`src/hdl/lgss_pkg.sv`:
```
// Shared types and constants of the linear gradient span shader.
`timescale 1ns / 1ps
package lgss_pkg;

  localparam int POS_W      = 17;
  localparam int COLOR_W    = 32;
  localparam int COORD_W    = 16;
  localparam int LEN_W      = 7;
  localparam int COEF_W     = 32;
  localparam int IDX_W      = 4;
  localparam int CFG_IDX_W  = 3;
  localparam int CFG_DATA_W = 32;
  localparam int T_W        = 52;   // Q.17 t before tiling, with headroom for the span walk
  localparam int TT_W       = 18;   // tiled t, 0 .. 2^17
  localparam int NUM_W      = 27;   // 2*num + r of one channel
  localparam int DEN_W      = 19;   // 2*r
  localparam int CH_N       = 4;
  localparam int CH_W       = 8;
  localparam int DIV_ST     = 4;    // two quotient bits per stage

  localparam logic [TT_W-1:0] ONE_T = 18'h20000;

  localparam logic OP_STOP = 1'b0;
  localparam logic OP_SPAN = 1'b1;

  localparam logic [1:0] TILE_CLAMP  = 2'd0;
  localparam logic [1:0] TILE_REPEAT = 2'd1;
  localparam logic [1:0] TILE_MIRROR = 2'd2;

  localparam logic [CFG_IDX_W-1:0] REG_COEF_X     = 3'd0;
  localparam logic [CFG_IDX_W-1:0] REG_COEF_Y     = 3'd1;
  localparam logic [CFG_IDX_W-1:0] REG_T_OFFSET   = 3'd2;
  localparam logic [CFG_IDX_W-1:0] REG_TILE_MODE  = 3'd3;
  localparam logic [CFG_IDX_W-1:0] REG_STOP_COUNT = 3'd4;

  typedef struct packed {
    logic [COEF_W-1:0] coef_x;
    logic [COEF_W-1:0] coef_y;
    logic [COEF_W-1:0] t_offset;
    logic [1:0]        tile_mode;
    logic [4:0]        stop_count;
  } cfg_t;

  typedef struct packed {
    logic               opcode;
    logic [IDX_W-1:0]   stop_index;
    logic [POS_W-1:0]   stop_position;
    logic [COLOR_W-1:0] stop_color;
    logic [COORD_W-1:0] pixel_x;
    logic [COORD_W-1:0] pixel_y;
    logic [LEN_W-1:0]   span_length;
  } cmd_t;

  typedef struct packed {
    logic [NUM_W-1:0] rem;
    logic [CH_W-1:0]  q;
  } div_step_t;

  typedef enum logic [2:0] {
    GEN_IDLE,
    GEN_MUL_X,
    GEN_MUL_Y,
    GEN_SUM,
    GEN_RUN
  } gen_state_t;

  // One restoring step for quotient bit sh.
  function automatic div_step_t div_step(input div_step_t cur, input logic [DEN_W-1:0] den,
                                         input int sh);
    div_step_t        res;
    logic [NUM_W-1:0] trial;
    res   = cur;
    trial = NUM_W'(den) << sh;
    if (res.rem >= trial) begin
      res.rem   = res.rem - trial;
      res.q[sh] = 1'b1;
    end
    return res;
  endfunction

endpackage

```
`src/hdl/lgss_front.sv`:
```
// Front part: accepts items, drops the ones with no effect, queues the rest.
`timescale 1ns / 1ps
module lgss_front #(
  parameter int MAX_STOPS = 16,
  parameter int MAX_SPAN  = 64
) (
  input  logic                                 clk,
  input  logic                                 rst,
  input  logic                                 in_valid,
  output logic                                 in_stall,
  input  logic                                 opcode,
  input  logic [lgss_pkg::IDX_W-1:0]           stop_index,
  input  logic [lgss_pkg::POS_W-1:0]           stop_position,
  input  logic [lgss_pkg::COLOR_W-1:0]         stop_color,
  input  logic signed [lgss_pkg::COORD_W-1:0]  pixel_x,
  input  logic signed [lgss_pkg::COORD_W-1:0]  pixel_y,
  input  logic [lgss_pkg::LEN_W-1:0]           span_length,
  output lgss_pkg::cmd_t                       q_head,
  output logic                                 q_valid,
  input  logic                                 q_pop
);

  lgss_pkg::cmd_t             slots [2];
  logic                       wr_ptr;
  logic                       rd_ptr;
  logic [1:0]                 count;
  logic                       keep;
  logic                       push;
  lgss_pkg::cmd_t             cmd;
  logic [lgss_pkg::LEN_W-1:0] len_sat;

  always_comb begin
    if (span_length > lgss_pkg::LEN_W'(MAX_SPAN)) begin
      len_sat = lgss_pkg::LEN_W'(MAX_SPAN);
    end else begin
      len_sat = span_length;
    end
    // Empty spans and writes past the table change nothing.
    if (opcode == lgss_pkg::OP_SPAN) begin
      keep = (span_length != '0);
    end else begin
      keep = (32'(stop_index) < MAX_STOPS);
    end
    cmd.opcode        = opcode;
    cmd.stop_index    = stop_index;
    cmd.stop_position = stop_position;
    cmd.stop_color    = stop_color;
    cmd.pixel_x       = pixel_x;
    cmd.pixel_y       = pixel_y;
    cmd.span_length   = len_sat;
  end

  assign in_stall = (count == 2'd2);
  assign push     = in_valid && !in_stall && keep;
  assign q_valid  = (count != 2'd0);
  assign q_head   = slots[rd_ptr];

  always_ff @(posedge clk) begin
    if (rst) begin
      wr_ptr <= 1'b0;
      rd_ptr <= 1'b0;
      count  <= 2'd0;
    end else begin
      if (push) begin
        wr_ptr <= !wr_ptr;
      end
      if (q_pop) begin
        rd_ptr <= !rd_ptr;
      end
      count <= count + 2'(push) - 2'(q_pop);
    end
    if (push) begin
      slots[wr_ptr] <= cmd;
    end
  end

endmodule

```
`config.mk`:
```
export PLATFORM = sky130hd
export DESIGN_NAME = lgss_front
export DESIGN_NICKNAME = d
export VERILOG_FILES = /design/src/hdl/lgss_pkg.sv /design/src/hdl/lgss_front.sv
export SDC_FILE = /design/constraint.sdc
export NUM_CORES = 1
export LEC_CHECK = 0
export BUFFER_PORTS_ARGS = -buffer_cell sky130_fd_sc_hd__buf_2
export CAP_MARGIN = 20
export CORE_UTILIZATION = 47
export DETAILED_ROUTE_END_ITERATION = 8
export PLACE_DENSITY = 0.84
export SLEW_MARGIN = 0
export SYNTH_ARGS = -nofsm -noshare
export SYNTH_HDL_FRONTEND = slang
export SYNTH_SLANG_ARGS = --single-unit
export TNS_END_PERCENT = 20
```
`constraint.sdc`:
```
create_clock -name clk -period 5.9 [get_ports clk]
set_clock_uncertainty 0.2 [all_clocks]
set_input_delay 0.885 -clock clk [delete_from_list [all_inputs] [get_ports clk]]
set_output_delay 0.885 -clock clk [all_outputs]
set_load 0.05 [all_outputs]
```
---- After elaboration in Yosys (flattened, before gate mapping) ----
Memory sizes are Yosys's and may differ from the RTL's. A register that Yosys moved wholly into a read port is not among the register bits.
Index checks and enable logic that the tools add are counted.
Widths: inputs -> output; s select.
word-level totals
  bits in registers ....................... 4
  latch bits .............................. 0
  RAM bits ................................ 186
  memory bits (read-only) ................. 0
  output and inout bits ................... 95
  word-level logic and storage cells ...... 21
  memories ................................ 1
cells by class
  add/subtract/negate cells ............... 2
  multipliers ............................. 0
  divide/modulo/power cells ............... 0
  $lt $le $gt $ge ......................... 1
  equal/unequal tests ..................... 1
  shift-type cells ........................ 0
  mux-type cells .......................... 6
  bitwise logic cells ..................... 0
  reductions and logical operators ........ 7
memory list
  memory  words  bits a word  rd ports  clocked after Yosys merged registers in  write ports  line              source
  slots   2      93           1         1                                        1            lgss_front.sv:23  lgss_pkg::cmd_t slots [2];
operators by type and width
  cell                count
  $gt 7x7->1 const B  1
  $mux 7              1
  $reduce_bool 7->1   1
  $mux 1              5
  $logic_not 1->1     3
  $add 2x1->2         1
  $eq 2x2->1 const B  1
  $logic_and 1x1->1   2
  $reduce_bool 2->1   1
  $sub 2x1->2         1

---- Longest topological paths before layout ----
  word-level depth ........................ 6
  depth in mapped cells ................... 9
  gate-level depth less buffers ........... 9

---- Worst setup path before layout ----
No wires, ideal clock.
  path type ............................... input-to-reg
  start ................................... input opcode
  end ..................................... memory slots[0][0] in the netlist's numbering (enable)
  setup time .............................. 547 ps
  arrival time ............................ 5192 ps
  data required time ...................... 5153 ps
  path slack .............................. -39 ps
  stages on the path ...................... 4
  path through ............................ or4b_1 o221a_2 inv_1 nor2_1
on the way
  cells in the longest elaborated chain, start to end .. 4
RTL lines
  element                       line              source
  start: declaration            lgss_front.sv:11  input logic opcode,
  $mux 1                        lgss_front.sv:39  if (opcode == lgss_pkg::OP_SPAN) begin
  $logic_and 1x1->1             lgss_front.sv:54  assign push = in_valid && !in_stall && keep;
  $mux 1                        lgss_front.sv:72  if (push) begin
  $mux 1 (implied by the code)  lgss_front.sv:73  slots[wr_ptr] <= cmd;
  end: declaration              lgss_front.sv:23
No other way between the ends.

==> out/qor.json <==
{
  "logic_synthesis": {
    "ranking_of_synthesized_cells_by_area": "sky130_fd_sc_hd__edfxtp_1 80%, sky130_fd_sc_hd__mux2_2 15%, sky130_fd_sc_hd__dfxtp_1 1.4%, sky130_fd_sc_hd__buf_2 0.50%, sky130_fd_sc_hd__and2b_1 0.43%",
    "library_cells_used_by_synthesis": 17,
    "yosys_warnings": 0,
    "proportion_of_netlist_area_held_by_the_largest_area_contributor": 0.8003,
    "synth.net_count": 422,
    "post_synth_inst_count": 323,
    "ys_seq_elements": 191,
    "yosysSeqAreaShare": 0.8146,
    "synth_top_area_cell": "sky130_fd_sc_hd__edfxtp_1",
    "postSynthAreaPerCell_um2": 21.61,
    "mappedNetlistArea_um2": 6979
  },
  "critical_path": {
    "end_kind": "output port",
    "critPathKind": "reg2out",
    "worstSetupStartpointType": "register",
    "worst_ep_arrival_ns": 2.11,
    "timing.critical_path.cells": "buf_16 -> mux2_2 -> buf_2",
    "slowest_delay_ns": 0.73,
    "worst-endpoint-required_ns": 4.82,
    "cpLargestDelayFamily": "flip-flops",
    "critical-path-slowest-cell": "sky130_fd_sc_hd__dfxtp_4",
    "cp_max_fo": 51,
    "critPathBufInv": 2
  },
  "die": {
    "top_level_port_count": 192,
    "core_region_area_um2": 14530,
    "fp.dieArea_um2": 15340,
    "chipWidth_um": 123.9,
    "initial_core_util": 0.4802,
    "core.rowCount": 44,
    "dieHeight_um": 123.9
  },
  "clocking": {
    "cts_buffers": 17,
    "holdBufCountCts": 0,
    "path_clk_slew_ns": 0.07,
    "cts_resized": 0,
    "clk-insertion-delay-late_ns": 0.42,
    "clock-sinks": 191,
    "max-clock-path-buffers": 2,
    "clock_tree.root_cell": "sky130_fd_sc_hd__clkbuf_16",
    "tritoncts": "built",
    "htree_num_levels": 4,
    "post_cts.repair.setup_buffers": 0
  },
  "layout": {
    "final_design_area_no_fill_um2": 8816,
    "num_antenna_cells": 0,
    "post_route_cells_drive_above_1_share": 0.5978,
    "synthesis_to_finish_area_growth_pct": 26.32,
    "nNetsFinal": 625
  },
  "placed_design": {
    "gp_routability_congestion": 0.7086,
    "placement_cell_area_um2": 8192,
    "dp.final_hpwl_um": 8146,
    "dpl_worst_slack_ns": 2.408,
    "portBuffers": 191
  },
  "route": {
    "detail_route.drc_violations": 0,
    "first_iter_violations": 235,
    "vias_per_cell": 4.951,
    "detail_route.wl_per_cell_um": 16.97,
    "antenna_violating_nets_post_route": 0,
    "num_vias": 3570,
    "routed_wl_um": 12230,
    "drt_pass1_iterations": 4
  },
  "global_route": {
    "vias_in_the_first_global_route": 3493,
    "global_route_congestion_overflow_total": 0,
    "grt_max_degree": 53,
    "grt_first_pass_wirelength_um": 17660,
    "global_route.usage.total": 0.1607,
    "grt_antenna_before_repair": 0
  },
  "job": {
    "cap_viol_max_count": 0
  },
  "sta": {
    "timing.setup.tns_ns": 0,
    "final_min_period_over_clock_period": 0.5407,
    "slew_viol_final": 0,
    "final-setup-viol-count": 0,
    "period_minus_slack_ns": 3.190,
    "tightest_slew_ns": 0.6958,
    "rsz_0062_raised_after_global_routing": "no",
    "slew-limit-headroom": 0.5361,
    "finalWorstSetupSlack_ns": 2.710,
    "endpoints_failing_hold": 0,
    "clock.fmax_ghz": 0.3134
  },
  "worst_hold_path": {
    "hold_path.class": "reg2reg"
  },
  "power": {
    "power.ir.vdd_worst_uv": 226.9,
    "power.net_switching_mw": 1.202,
    "p_comb_frac": 0.241,
    "power.switching_fraction": 0.3068,
    "power.share.sequential": 0.453,
    "leakage_nw": 3.297,
    "clock_power_share": 0.305,
    "internal_power_mw": 2.716,
    "ratio_of_total_power_to_cell_area_nw_per_um2": 444.4
  },
  "status": {
    "status": "complete, no violations"
  }
}
==> state kept, by name, summed over array words and instances, names as in the netlist, named ones only <==
register  count
count         2
rd_ptr        1
wr_ptr        1
slots       186
==> power by group through the flow <==
| stage | Sequential, mW | Clock [mW] | Combinational (mW) |
|---|---|---|---|
| 3_3_place_gp | 1.81 | 0 | 0.916 |
| 6_report | 1.78 | 1.20 | 0.946 |
| 5_1_grt | 1.79 | 1.27 | 0.999 |
| 4_1_cts | 1.78 | 1.22 | 0.960 |
| 2_1_floorplan | 1.79 | 0 | 0.734 |
| 3_5_place_dp | 1.81 | 0 | 0.956 |
==> worst min-delay path: cells and delay by family, from the launching register on <==
family        cells  cell delay (ns)
xor+xnor          1             0.08
simple gates      1             0.07
flops             1             0.33
==> kinds of logic after synthesis <==
kind of cell,after synthesis,synth area share
flip-flops,191,0.8146
multiplexers,94,0.1522
AND/OR/NAND/NOR,18,0.01542
buffers and inverters,14,0.008783
XOR/XNOR,3,0.003765
adder cells (fa/ha/maj),2,0.003585
AO/OA/AOI/OAI,1,0.001613
==> metrics by stage <==
stage          instances  utilization  total power [mW]  hold slack [ns]
2_1_floorplan        323            -             2.528           0.2799
3_3_place_gp         689       0.5603             2.723           0.2940
3_5_place_dp         691       0.5636             2.763           0.3087
4_1_cts              721       0.6066             3.962           0.3202
5_1_grt              721       0.6066             4.065           0.3624
6_report             721       0.6066             3.918           0.3173
==> per-layer routing <==
layer / part of all wire / track usage / up-vias
met4: 0.016 / 0.05949 / 0
met5: 0 / 0 / -
met1: 0.41 / 0.1898 / 1754
met3: 0.060 / 0.05632 / 15
li1: - / - / 1677
met2: 0.51 / 0.2705 / 124
==> Yosys cell counts (all sizes together) <==
master,count
mux2,94
inv,3
nor2b,4
dfxtp,5
or2,1
ha,2
and2b,4
or4,1
o221a,1
edfxtp,186
nor2,6
or4b,1
and2,1
clkbuf,4
xnor2,3
buf,7
==> final timing paths <==
| check | slack, ns | start | cells past startpoint | to |
|---|---|---|---|---|
| max | 2.71 | register | 3 | q_head[14] |
| min | 0.32 | rd_ptr | 2 | register |
| min reg2reg | 0.32 | rd_ptr | 2 | register |
| max reg2reg | 3.17 | count[1] | 6 | slots[0][34] |
==> cell usage in the layout (no fill, tap or decap), types with 2 or more instances in the layout <==
cell type                      n
sky130_fd_sc_hd__ha_1          2
sky130_fd_sc_hd__dfxtp_1       4
sky130_fd_sc_hd__clkbuf_16    17
sky130_fd_sc_hd__xnor2_1       3
sky130_fd_sc_hd__buf_2       191
sky130_fd_sc_hd__clkinvlp_4    5
sky130_fd_sc_hd__nor2_1        5
sky130_fd_sc_hd__edfxtp_1    186
sky130_fd_sc_hd__buf_4         2
sky130_fd_sc_hd__mux2_2       93
sky130_fd_sc_hd__bufinv_16     5
sky130_fd_sc_hd__inv_1         3
sky130_fd_sc_hd__clkbuf_1      2
sky130_fd_sc_hd__nor2b_1       4
sky130_fd_sc_hd__and2b_1       4
==> layout make-up <==
type | instances | area, um2
Timing Repair Buffer | 195 | 1018
Inverter | 3 | 11.26
Fill cell | 1053 | 5718
Tap cell | 184 | 230.2
Multi-Input combinational cell | 118 | 1242
Sequential cell | 191 | 5689
Clock buffer | 19 | 432.9
Clock inverter | 11 | 191.4
(Power assumes the default switching activity.)
